File: src/rtl/bmpd_pkg.sv
`default_nettype none

package bmpd_pkg;

	// Decoder phase
	typedef enum logic [1:0] {
		PH_HEADER,
		PH_PIXELS,
		PH_DONE
	} phase_t;

	// Result kinds
	localparam logic KIND_PIXEL  = 1'b0;
	localparam logic KIND_NOTICE = 1'b1;

	// Pixel formats
	localparam logic [1:0] FMT_BGRA32 = 2'd0;
	localparam logic [1:0] FMT_BGR24  = 2'd1;
	localparam logic [1:0] FMT_GRAY8  = 2'd2;

	// Header layout: field start positions and fixed header length
	localparam logic [31:0] HDR_LEN    = 32'd54;
	localparam logic [31:0] POS_OFFSET = 32'd10;
	localparam logic [31:0] POS_WIDTH  = 32'd18;
	localparam logic [31:0] POS_HEIGHT = 32'd22;
	localparam logic [31:0] POS_BPP    = 32'd28;

	// Supported depths
	localparam logic [15:0] BPP_8  = 16'd8;
	localparam logic [15:0] BPP_24 = 16'd24;
	localparam logic [15:0] BPP_32 = 16'd32;

	// One result word
	typedef struct packed {
		logic        kind;
		logic [7:0]  red;
		logic [7:0]  green;
		logic [7:0]  blue;
		logic [7:0]  alpha;
		logic [1:0]  fmt;
		logic [11:0] row;
		logic [11:0] column;
		logic        last;
	} result_t;

	// Bytes per pixel for a depth, 0 when the depth is unsupported
	function automatic logic [2:0] bytes_per_pixel(input logic [15:0] bpp);
		logic [2:0] n;
		n = 3'd0;
		if (bpp == BPP_32) n = 3'd4;
		else if (bpp == BPP_24) n = 3'd3;
		else if (bpp == BPP_8) n = 3'd1;
		return n;
	endfunction

endpackage

`default_nettype wire

File: src/rtl/bmpd_decode.sv
`default_nettype none

module bmpd_decode import bmpd_pkg::*; #(
	parameter int MAX_DIM = 4096
) (
	input  wire logic       clk,
	input  wire logic       arst_n,
	input  wire logic       step,
	input  wire logic [7:0] byte_in,
	input  wire logic       start_in,
	output logic            has_result,
	output result_t         result
);

	localparam int CW = $clog2(MAX_DIM + 1);
	localparam logic [31:0] MAX_DIM_W = 32'(MAX_DIM);

	// Decoder state
	logic [31:0]   pos_q, off_q, width_q, height_q;
	logic [15:0]   bpp_q;
	logic [1:0]    idx_q, pad_q;
	logic [23:0]   part_q;
	logic [CW-1:0] rows_q, col_q;
	phase_t        phase_q;

	// State seen by this word (reset to its start values by a file start)
	logic [31:0]   pos_e, off_e, width_e, height_e;
	logic [15:0]   bpp_e;
	logic [1:0]    idx_e, pad_e;
	logic [23:0]   part_e;
	logic [CW-1:0] rows_e, col_e;
	phase_t        phase_e;

	// Next state
	logic [31:0]   pos_n, off_n, width_n, height_n;
	logic [15:0]   bpp_n;
	logic [1:0]    idx_n, pad_n;
	logic [23:0]   part_n;
	logic [CW-1:0] rows_n, col_n;
	phase_t        phase_n;

	logic [31:0] eff_off;
	logic        hdr_end;
	logic        hdr_bad;
	logic [2:0]  bpb;
	logic [31:0] rows_w, col_w;
	logic [3:0]  pad_prod;

	// Restart on a file start
	always_comb begin
		if (start_in) begin
			pos_e    = '0;
			off_e    = HDR_LEN;
			width_e  = '0;
			height_e = '0;
			bpp_e    = '0;
			idx_e    = '0;
			part_e   = '0;
			rows_e   = '0;
			col_e    = '0;
			pad_e    = '0;
			phase_e  = PH_HEADER;
		end else begin
			pos_e    = pos_q;
			off_e    = off_q;
			width_e  = width_q;
			height_e = height_q;
			bpp_e    = bpp_q;
			idx_e    = idx_q;
			part_e   = part_q;
			rows_e   = rows_q;
			col_e    = col_q;
			pad_e    = pad_q;
			phase_e  = phase_q;
		end
	end

	assign bpb    = bytes_per_pixel(bpp_e);
	assign rows_w = 32'(rows_e);
	assign col_w  = 32'(col_e);

	// Capture header fields and check the header on its last byte; then unpack pixels
	always_comb begin
		pos_n    = pos_e;
		off_n    = off_e;
		width_n  = width_e;
		height_n = height_e;
		bpp_n    = bpp_e;
		idx_n    = idx_e;
		part_n   = part_e;
		rows_n   = rows_e;
		col_n    = col_e;
		pad_n    = pad_e;
		phase_n  = phase_e;
		has_result = 1'b0;
		result     = '0;
		eff_off  = '0;
		hdr_end  = 1'b0;
		hdr_bad  = 1'b0;
		pad_prod = '0;

		unique case (phase_e)
			PH_HEADER: begin
				case (pos_e)
					POS_OFFSET:          off_n = {24'd0, byte_in};
					POS_OFFSET + 32'd1:  off_n[15:8] = byte_in;
					POS_OFFSET + 32'd2:  off_n[23:16] = byte_in;
					POS_OFFSET + 32'd3:  off_n[31:24] = byte_in;
					POS_WIDTH:           width_n = {24'd0, byte_in};
					POS_WIDTH + 32'd1:   width_n[15:8] = byte_in;
					POS_WIDTH + 32'd2:   width_n[23:16] = byte_in;
					POS_WIDTH + 32'd3:   width_n[31:24] = byte_in;
					POS_HEIGHT:          height_n = {24'd0, byte_in};
					POS_HEIGHT + 32'd1:  height_n[15:8] = byte_in;
					POS_HEIGHT + 32'd2:  height_n[23:16] = byte_in;
					POS_HEIGHT + 32'd3:  height_n[31:24] = byte_in;
					POS_BPP:             bpp_n = {8'd0, byte_in};
					POS_BPP + 32'd1:     bpp_n[15:8] = byte_in;
					default: ;
				endcase
				// An offset inside the fixed header counts as the header length
				eff_off = (off_n < HDR_LEN) ? HDR_LEN : off_n;
				hdr_end = (pos_e >= HDR_LEN - 32'd1) &&
					((33'(pos_e) + 33'd1) >= 33'(eff_off));
				hdr_bad = (bytes_per_pixel(bpp_n) == 3'd0) ||
					(width_n == 32'd0) || (height_n == 32'd0) ||
					(width_n > MAX_DIM_W) || (height_n > MAX_DIM_W);
				if (hdr_end) begin
					if (hdr_bad) begin
						phase_n     = PH_DONE;
						has_result  = 1'b1;
						result.kind = KIND_NOTICE;
					end else begin
						phase_n = PH_PIXELS;
						idx_n   = '0;
						part_n  = '0;
						rows_n  = '0;
						col_n   = '0;
						pad_n   = '0;
					end
				end else begin
					pos_n = pos_e + 32'd1;
				end
			end

			PH_PIXELS: begin
				if (pad_e != 2'd0) begin
					// Drop a row padding byte
					pad_n = pad_e - 2'd1;
				end else if ((3'({1'b0, idx_e}) + 3'd1) < bpb) begin
					// Collect a leading channel byte
					case (idx_e)
						2'd0:    part_n = {16'd0, byte_in};
						2'd1:    part_n[15:8] = byte_in;
						2'd2:    part_n[23:16] = byte_in;
						default: ;
					endcase
					idx_n = idx_e + 2'd1;
				end else begin
					// Complete the pixel and emit it
					has_result  = 1'b1;
					result.kind = KIND_PIXEL;
					if (bpb == 3'd4) begin
						result.blue  = part_e[7:0];
						result.green = part_e[15:8];
						result.red   = part_e[23:16];
						result.alpha = byte_in;
						result.fmt   = FMT_BGRA32;
					end else if (bpb == 3'd3) begin
						result.blue  = part_e[7:0];
						result.green = part_e[15:8];
						result.red   = byte_in;
						result.fmt   = FMT_BGR24;
					end else begin
						result.red = byte_in;
						result.fmt = FMT_GRAY8;
					end
					result.row    = height_e[11:0] - 12'd1 - rows_w[11:0];
					result.column = col_w[11:0];
					result.last   = ((rows_w + 32'd1) == height_e) &&
						((col_w + 32'd1) == width_e);
					idx_n = '0;
					col_n = col_e + CW'(1);
					// Advance to the next row and skip its padding
					if ((col_w + 32'd1) >= width_e) begin
						col_n    = '0;
						rows_n   = rows_e + CW'(1);
						pad_prod = 4'(width_e[1:0] * bpb[1:0]);
						pad_n    = 2'd0 - pad_prod[1:0];
						if ((rows_w + 32'd1) >= height_e) phase_n = PH_DONE;
					end
				end
			end

			PH_DONE: ;

			default: ;
		endcase
	end

	// Hold state until a word is processed
	always_ff @(posedge clk or negedge arst_n) begin
		if (!arst_n) begin
			pos_q    <= '0;
			off_q    <= HDR_LEN;
			width_q  <= '0;
			height_q <= '0;
			bpp_q    <= '0;
			idx_q    <= '0;
			part_q   <= '0;
			rows_q   <= '0;
			col_q    <= '0;
			pad_q    <= '0;
			phase_q  <= PH_HEADER;
		end else if (step) begin
			pos_q    <= pos_n;
			off_q    <= off_n;
			width_q  <= width_n;
			height_q <= height_n;
			bpp_q    <= bpp_n;
			idx_q    <= idx_n;
			part_q   <= part_n;
			rows_q   <= rows_n;
			col_q    <= col_n;
			pad_q    <= pad_n;
			phase_q  <= phase_n;
		end
	end

`ifndef NO_ASSERTIONS
	a_pix_depth: assert property (@(posedge clk) disable iff (!arst_n)
		(phase_q == PH_PIXELS) |-> (bytes_per_pixel(bpp_q) != 3'd0))
		else $error("pixel phase entered with unsupported depth");

	a_pix_bounds: assert property (@(posedge clk) disable iff (!arst_n)
		(phase_q == PH_PIXELS) |->
		((32'(col_q) < width_q) && (32'(rows_q) < height_q)))
		else $error("pixel position outside image");

	a_pix_index: assert property (@(posedge clk) disable iff (!arst_n)
		(phase_q == PH_PIXELS) |-> (3'({1'b0, idx_q}) < bytes_per_pixel(bpp_q)))
		else $error("channel index past pixel size");

	a_notice_src: assert property (@(posedge clk) disable iff (!arst_n)
		(has_result && (result.kind == KIND_NOTICE)) |-> (phase_e == PH_HEADER))
		else $error("notice raised outside header");
`endif

endmodule

`default_nettype wire

File: src/rtl/bmp_byte_stream_pixel_decoder_core.sv
`default_nettype none

// BMP byte-stream pixel decoder. Feed the file one byte per word; raise
// file_start with byte 0 of each file to restart decoding (after reset the
// first byte counts as byte 0 anyway). The header ends at byte
// max(data offset, 54) - 1; an unsupported depth (not 8, 24 or 32), a zero
// width or height, or a dimension above MAX_DIM (negative height included)
// yields one notice word with result_kind 1 and all other fields 0, and no
// pixels. Otherwise each pixel comes out with bottom-up row and column, row
// padding is skipped, and last_pixel marks the final one; bytes after the
// image or a notice are ignored until the next file_start. The block takes one
// byte per cycle, and stalls come only from out_ready; every byte is decoded
// combinationally between the input register and the result register, and a
// result is held in the result register until out_ready takes it.
module bmp_byte_stream_pixel_decoder_core import bmpd_pkg::*; #(
	parameter int MAX_DIM = 4096
) (
	input  wire logic        clk,
	input  wire logic        arst_n,
	input  wire logic        in_valid,
	output logic             in_ready,
	input  wire logic [7:0]  data_byte,
	input  wire logic        file_start,
	output logic             out_valid,
	input  wire logic        out_ready,
	output logic             result_kind,
	output logic [7:0]       red,
	output logic [7:0]       green,
	output logic [7:0]       blue,
	output logic [7:0]       alpha,
	output logic [1:0]       pixel_format,
	output logic [11:0]      row,
	output logic [11:0]      column,
	output logic             last_pixel
);

	logic       valid_s1;
	logic [7:0] byte_s1;
	logic       start_s1;
	logic       valid_s2;
	result_t    res_s2;
	logic       advance;
	logic       has_result;
	result_t    result;

	// Process the held word when the result slot is free or draining
	assign advance  = valid_s1 && (!valid_s2 || out_ready);
	assign in_ready = !valid_s1 || advance;

	bmpd_decode #(
		.MAX_DIM(MAX_DIM)
	) u_decode (
		.clk       (clk),
		.arst_n    (arst_n),
		.step      (advance),
		.byte_in   (byte_s1),
		.start_in  (start_s1),
		.has_result(has_result),
		.result    (result)
	);

	// Input register
	always_ff @(posedge clk or negedge arst_n) begin
		if (!arst_n) begin
			valid_s1 <= 1'b0;
		end else if (in_ready) begin
			valid_s1 <= in_valid;
		end
	end

	always_ff @(posedge clk) begin
		if (in_valid && in_ready) begin
			byte_s1  <= data_byte;
			start_s1 <= file_start;
		end
	end

	// Result register
	always_ff @(posedge clk or negedge arst_n) begin
		if (!arst_n) begin
			valid_s2 <= 1'b0;
		end else if (advance) begin
			valid_s2 <= has_result;
		end else if (out_ready) begin
			valid_s2 <= 1'b0;
		end
	end

	always_ff @(posedge clk) begin
		if (advance && has_result) begin
			res_s2 <= result;
		end
	end

	assign out_valid    = valid_s2;
	assign result_kind  = res_s2.kind;
	assign red          = res_s2.red;
	assign green        = res_s2.green;
	assign blue         = res_s2.blue;
	assign alpha        = res_s2.alpha;
	assign pixel_format = res_s2.fmt;
	assign row          = res_s2.row;
	assign column       = res_s2.column;
	assign last_pixel   = res_s2.last;

`ifndef NO_ASSERTIONS
	a_stall_hold: assert property (@(posedge clk) disable iff (!arst_n)
		(valid_s1 && valid_s2 && !out_ready) |-> !in_ready)
		else $error("input taken while decode stage is blocked");

	a_no_result_overwrite: assert property (@(posedge clk) disable iff (!arst_n)
		(valid_s2 && !out_ready) |=> valid_s2)
		else $error("pending result dropped");

	a_advance_needs_word: assert property (@(posedge clk) disable iff (!arst_n)
		(has_result && advance) |=> valid_s2)
		else $error("decoded result not registered");
`endif

endmodule

`default_nettype wire
File: config.mk
export PLATFORM = sky130hd
export DESIGN_NAME = bmp_byte_stream_pixel_decoder_core
export DESIGN_NICKNAME = d
export VERILOG_FILES = /design/src/rtl/bmpd_pkg.sv /design/src/rtl/bmpd_decode.sv /design/src/rtl/bmp_byte_stream_pixel_decoder_core.sv
export SDC_FILE = /design/constraint.sdc
export NUM_CORES = 1
export LEC_CHECK = 0
export BUFFER_PORTS_ARGS = -buffer_cell sky130_fd_sc_hd__buf_2
export CORE_UTILIZATION = 51
export DETAILED_ROUTE_END_ITERATION = 6
export PLACE_DENSITY = 0.7
export SLEW_MARGIN = 20
export SYNTH_ARGS = -nofsm -noshare
export SYNTH_HDL_FRONTEND = slang
export SYNTH_SLANG_ARGS = --single-unit
File: constraint.sdc
create_clock -name clk -period 13.5 [get_ports clk]
set_clock_uncertainty 0.1 [all_clocks]
set_input_delay 2.7 -clock clk [delete_from_list [all_inputs] [get_ports clk]]
set_output_delay 2.7 -clock clk [all_outputs]
set_load 0.03 [all_outputs]
# Word-level counts from Yosys, hierarchy flattened
# Cells that the tools add are included.
totals:
  reg_bits: 271
  out_inout_bits: 62
op_classes:
  addsub: 12
  n_mul: 1
  n_mux: 106
  n_bitwise: 2
  eq_ne: 27
  magnitude_cmp: 8
  n_reduce_logical: 23
op_table:
  columns: ["cell", "n"]
  rows:
  - ["== test 32 x 5 -> 1 bit (second input constant)", 10]
  - ["2-to-1 mux 32 bit", 10]
  - ["one-hot mux 8 bit (2 select lines)", 12]
  - ["2-to-1 mux 8 bit", 20]
  - ["2-to-1 mux 13 bit", 12]
  - ["2-to-1 mux 24 bit", 6]
  - ["== test 32 x 4 -> 1 bit (second input constant)", 4]
  - ["== test 32 bit", 2]
  - ["greater-or-equal comparator 32 bit", 2]
  - ["greater-than comparator 32 x 13 -> 1 bit (second input constant)", 2]
  - ["zero test 32 bit", 2]
  - ["2-to-1 mux 60 bit", 1]
  - ["2-to-1 mux 59 bit", 1]
  - ["one-hot mux 13 bit (2 select lines)", 2]
  - ["2-to-1 mux 16 bit", 3]
  - ["one-hot mux 24 bit (2 select lines)", 1]
  - ["2-to-1 mux 2 bit", 20]
  - ["adder 32 x 1 -> 33 bit (second input constant)", 1]
  - ["greater-or-equal comparator 33 x 32 -> 1 bit", 1]
  - ["adder 32 x 1 -> 32 bit (second input constant)", 1]
  - ["== test 16 x 4 -> 1 bit (second input constant)", 2]
  - ["== test 16 x 5 -> 1 bit (second input constant)", 2]
  - ["== test 16 x 6 -> 1 bit (second input constant)", 2]
  - ["greater-or-equal comparator 32 x 6 -> 1 bit (second input constant)", 1]
  - ["other kinds (28)", 59]

# Depth between registers and ports, before layout
logic_depth:
  depth_word: 18
  ltp_mapped: 27
  depth_no_buf: 21

# Hierarchy
# Synthesis repeated with hierarchy kept, for this count alone.
hier_totals:
  cells_unflattened: 1719
  hier_area_um2: 16300.6
modules_own_cells:
  columns: ["mod", "seq_area_each_um2", "n_inst", "cells_per_inst", "area_per_inst_um2"]
  rows:
  - ["bmpd_decode", 5009.8, 1, 1640, 14119.8]
  - ["bmp_byte_stream_pixel_decoder_core", 2122.0, 1, 79, 2180.8]

# Worst setup path after synthesis
# OpenSTA, ideal clock, no wires.
synth_timing:
  path_kind: "flip-flop to flip-flop"
  startpoint: "register u_decode.pos_q[21]"
  endpoint: "register res_s2 (netlist bit alpha[0]) (enable)"
  required_time_ns: 12.901
  path_stages_with_launch: 23
  arrival_time_ns: 7.456
  setup_slack_ns: 5.445
  cell_sequence: "dfrtp_1 buf_6 or4_4 or2_4 buf_4 nor4_4 nor3_1 a22oi_1 nand2_1 a2111oi_0 nand4_1 nor4_4 nor2_1 ha_1 nand4_1 nor4_1 a2111oi_0 o21a_1 o31ai_1 o21ai_1 nor2_1 o21ai_0 a21oi_1"
synth_between:
  elab_chain_len: 18
  word_cells_on_any_way: 69
  classes_between: "add/sub (1); order compare (5); eq/ne (17); mux (37); reduce/logical (9)"
synth_rtl:
  columns: ["item", "line", "source"]
  rows:
  - ["start, declared", "bmpd_decode.sv:19", "logic [31:0] pos_q, off_q, width_q, height_q;"]
  - ["start signal, assigned", "bmpd_decode.sv:216", "pos_q <= pos_n;"]
  - ["2-to-1 mux 32 bit (*)", "bmpd_decode.sv:51", "if (start_in) begin"]
  - ["parallel branches: the longest is 14 deep, another holds greater-or-equal comparator 33 x 32 -> 1 bit", null, null]
  - ["2-to-1 mux 1 bit (*)", "bmpd_decode.sv:128", "if (hdr_end) begin"]
  - ["one-hot mux 1 bit (2 select lines) (*)", "bmpd_decode.sv:102", "unique case (phase_e)"]
  - ["logical AND 1 bit (*)", "bmp_byte_stream_pixel_decoder_core.sv:90", "if (advance && has_result) begin"]
  - ["end signal, assigned", "bmp_byte_stream_pixel_decoder_core.sv:91", "res_s2 <= result;"]
  - ["end, declared", "bmp_byte_stream_pixel_decoder_core.sv:41", "result_t res_s2;"]
# Mark *: on every way between the ends. The select of a mux whose other input is x is not followed.
# A chain may end at the register's enable or synchronous reset.

# Worst setup path after layout
layout_timing:
  startpoint: "register u_decode.pos_q[16]"
  endpoint: "register u_decode.pos_q[21]"
layout_between:
  elab_chain_len: 10
  word_cells_on_any_way: 22
  classes_between: "add/sub (2); order compare (3); eq/ne (4); mux (12); reduce/logical (1)"
layout_rtl:
  columns: ["item", "line", "source"]
  rows:
  - ["2-to-1 mux 32 bit (*)", "bmpd_decode.sv:51", null]
  - ["== test 32 x 4 -> 1 bit", "bmpd_decode.sv:104", "case (pos_e)"]
  - ["one-hot mux 8 bit (2 select lines) or 2-to-1 mux 8 bit (tied branches)", "bmpd_decode.sv:104", null]
  - ["2-to-1 mux 8 bit", "bmpd_decode.sv:102", null]
  - ["less-than comparator 32 x 6 -> 1 bit", "bmpd_decode.sv:122", "eff_off = (off_n < HDR_LEN) ? HDR_LEN : off_n;"]
  - ["2-to-1 mux 32 bit", "bmpd_decode.sv:122", null]
  - ["greater-or-equal comparator 33 x 32 -> 1 bit", "bmpd_decode.sv:124", "((33'(pos_e) + 33'd1) >= 33'(eff_off));"]
  - ["logical AND 1 bit", "bmpd_decode.sv:123", "hdr_end = (pos_e >= HDR_LEN - 32'd1) &&"]
  - ["2-to-1 mux 32 bit (*)", "bmpd_decode.sv:128", null]
  - ["2-to-1 mux 32 bit (*)", "bmpd_decode.sv:102", null]
# Mark *: on every way between the ends. The rest lies on a longest branch, timed or not. The select of a mux whose other input is x is not followed.

==> qor.yml <==
drt:
  wl_mm: 46.3
  wl_per_cell_um: 21.2
  drc: 10
  first_pass_iters: 7
  drtIter0Drc: 1493
  via_per_inst: 6.39
  via_count: 14000
  ant_nets: 0
clocking:
  cts-root-buf: "clkbuf_16"
  cts-htree-levels: 1
  ctsResizeCount: 0
  cts_tree: "yes"
  clkLatencyLatePin_ns: 0.56
  cts.clk_slew.worst_paths_ns: 0.06
  postCtsSetupBuffers: 0
  cts_hold_buf: 0
  clock-sinks: 271
  cts_buffers: 29
  cts_buffer_depth: 3
status:
  run_status: "finished, violations left"
  failed_checks: "DRC"
place:
  place_inst: 2133
  io_buffers: 74
  dpl.hpwl_mm: 31.3
  finalWeightedCongestion: 0.929
  placed_cell_area_um2: 16800
  pre_cts_ws_ns: 5.83
worst_setup_path:
  critPathKind: "register to register"
  critPathCaptureType: "register"
  ff2ff_path_depth: 20
  critPathMaxFanout: 27
  start_kind: "register"
  arrival_ns: 8.25
  cp.required_ns: 13.90
global_route:
  grt_max_degree: 128
  antenna_found_initial: 0
  grt_pass1_wl_mm: 74.0
  gr-usage-all-layers_pct: 28.4
  grt_pass1_vias: 13500
  overflow: 0
  grt_busiest_layer: "met2"
  grt_use_met1_pct: 38.7
  use_met3_pct: 3.63
  grt_use_met2_pct: 46.2
sta:
  tightest_slew_ns: 1.10
  min_period_ns: 7.85
  min_period_over_period_pct: 58.2
  hold_viol: 0
  setup_tns_ns: 0
  finalMaxSlewViolations: 0
  whs_ns: 0.393
  max-slew-margin-rel_pct: 26.4
  fmax_mhz: 127
  setup_violations: 0
  rsz0062_at_grt: "false"
  setup_ws_ns: 5.65
yosys:
  syn-num-nets: 1833
  ys_warn_count: 0
  yosysTopAreaCell: "dfrtp_1"
  syn_area_um2: 16100
  synth-seq-cells: 271
  synth_edf_count: 69
  synth.area.top_cells: "dfrtp_1 (31%), edfxtp_1 (13%), ha_1 (6.1%), nand2_1 (5.2%), a22o_1 (5.2%)"
  async_reset_ff_share_pct: 74.5
  synth_top_area_share_pct: 30.7
  ys_types: 87
  syn_inst: 1740
  synth_top_flop_cell: "dfrtp_1"
  ys_seq_area_share_pct: 44.3
  postSynthAreaPerCell_um2: 9.26
finish:
  final_core_util_pct: 57.8
  drive_above_1_share_pct: 10.5
  area_growth_pct: 10.6
  stdcell_count: 2188
  nNetsFinal: 1862
  fin_area_um2: 17800
  num_antenna_cells: 0
power_and_ir_drop:
  p_per_area_nw_per_um2: 126
  p_leak_nw: 7.74
  pwr-share-comb_pct: 21.4
  peakVddDrop_mv: 0.102
  netSwitchingFraction_pct: 33.2
  p_int_mw: 1.50
  total_power_mw: 2.24
  pwr-share-clk_pct: 37.4
  p_seq_share_pct: 41.2
  p_sw_mw: 0.744
floorplanning:
  start_util_pct: 52.3
  row_count: 64
  ioPinCount: 75
  die_x_um: 180
  core_um2: 30800
  die_y_um: 180
  dieArea_um2: 32300
min_path:
  hold_class: "register to register"
  hold_depth: 1
job:
  drv_cap: 0
-- critical path: stages (launching register included) --
cell and delay (ns):
dfrtp_1 0.43, nor4_1 0.53, nand4_1 0.83, nor4_4 0.92
nor3_1 0.29, a22oi_1 0.34, nand2_1 0.09, a2111oi_0 0.40
nand4_1 0.20, nor4_4 0.30, or2_1 0.17, ha_1 0.25
nand4_1 0.13, nor4_1 0.06, a2111oi_0 0.38, o21a_1 0.19
o31ai_1 0.06, o21ai_1 0.48, nand3_1 0.91, o31ai_1 0.54
a22o_1 0.19
-- synth_stat cells, drive strengths merged, types with 7 or more instances --
master,count
ha,79
dfrtp,198
o21a,12
and4,8
xor2,23
o31ai,8
o211ai,8
xnor2,41
inv,61
a21oi,86
and3,27
buf,17
o22a,7
clkbuf,87
a22o,96
mux2i,7
a22oi,34
a31oi,17
nand4,25
nor2,145
nor4,33
nor2b,48
a311oi,7
nor3,37
or2,9
a32oi,7
o21ai,119
a21o,9
edfxtp,69
nor4b,7
nand3,41
or4,11
nand2,224
nand2b,15
o22ai,9
o221ai,7
or3,13
and2,9
-- layout make-up --
class | instances | area, um^2
fill | 2666 | 13000
multi-input combinational | 1304 | 8360
sequential | 271 | 7130
clock buffer | 37 | 817
timing repair buffer | 102 | 603
tap | 396 | 495
inverter | 61 | 229
clock inverter | 17 | 190
-- final timing paths --
kind	to	slack (ns)	startpoint
min in group asynchronous	u_decode.part_q[12]	2.15	arst_n
worst max-delay path	u_decode.pos_q[21]	5.65	u_decode.pos_q[16]
worst min-delay path	u_decode.part_q[13]	0.39	u_decode.part_q[13]
worst min register to register	u_decode.part_q[13]	0.39	u_decode.part_q[13]
max in group asynchronous	valid_s1	9.76	arst_n
worst max register to register	u_decode.pos_q[21]	5.65	u_decode.pos_q[16]
-- cells by family after synthesis --
logic type,synth area share (%)
adders and majority gates,6.26
muxes,0.644
DFF,44.3
xor gates and xnor gates,3.48
AOI/OAI and AO/OA,20.6
buffers and inverters,4.04
and+or+nand+nor,20.7
-- layout by cell type (no fill, tap or decap), types with 30 or more instances in the layout --
cell type | netlist | routed
a22oi_1 | 34 | 34
nor2b_1 | 48 | 48
ha_1 | 79 | 79
dfrtp_1 | 198 | 198
a21oi_1 | 85 | 83
nand3_1 | 41 | 41
inv_1 | 60 | 60
edfxtp_1 | 69 | 69
nand2_1 | 224 | 223
buf_2 | 6 | 73
clkbuf_16 | 0 | 30
nor2_1 | 144 | 144
nor3_1 | 36 | 36
o21ai_0 | 111 | 110
xnor2_1 | 41 | 41
a22o_1 | 96 | 96
-- power by group through the flow --
stage / clock network (mW) / logic [mW] / registers (mW)
after global placement: 0 / 0.460 / 0.938
after detailed placement: 0 / 0.465 / 0.939
final: 0.838 / 0.479 / 0.924
after global routing: 0.885 / 0.512 / 0.930
after floorplan: 0 / 0.296 / 0.951
after CTS: 0.849 / 0.466 / 0.923
-- sequential cells by signal, summed over array words and instances (netlist names), 12 cells and up --
| name | flops |
|---|---|
| u_decode.height_q | 32 |
| u_decode.pos_q | 32 |
| u_decode.off_q | 32 |
| u_decode.part_q | 24 |
| row | 12 |
| u_decode.width_q | 32 |
| u_decode.col_q | 13 |
| u_decode.bpp_q | 16 |
| u_decode.rows_q | 13 |
| column | 12 |
-- per-layer routing --
metal	part of all wire (%)	up-vias
met2	47	615
met3	6.9	123
met1	43	6777
met4	3.4	0
li1	-	6464
met5	0	-
Power figures use the tool's default switching activity.
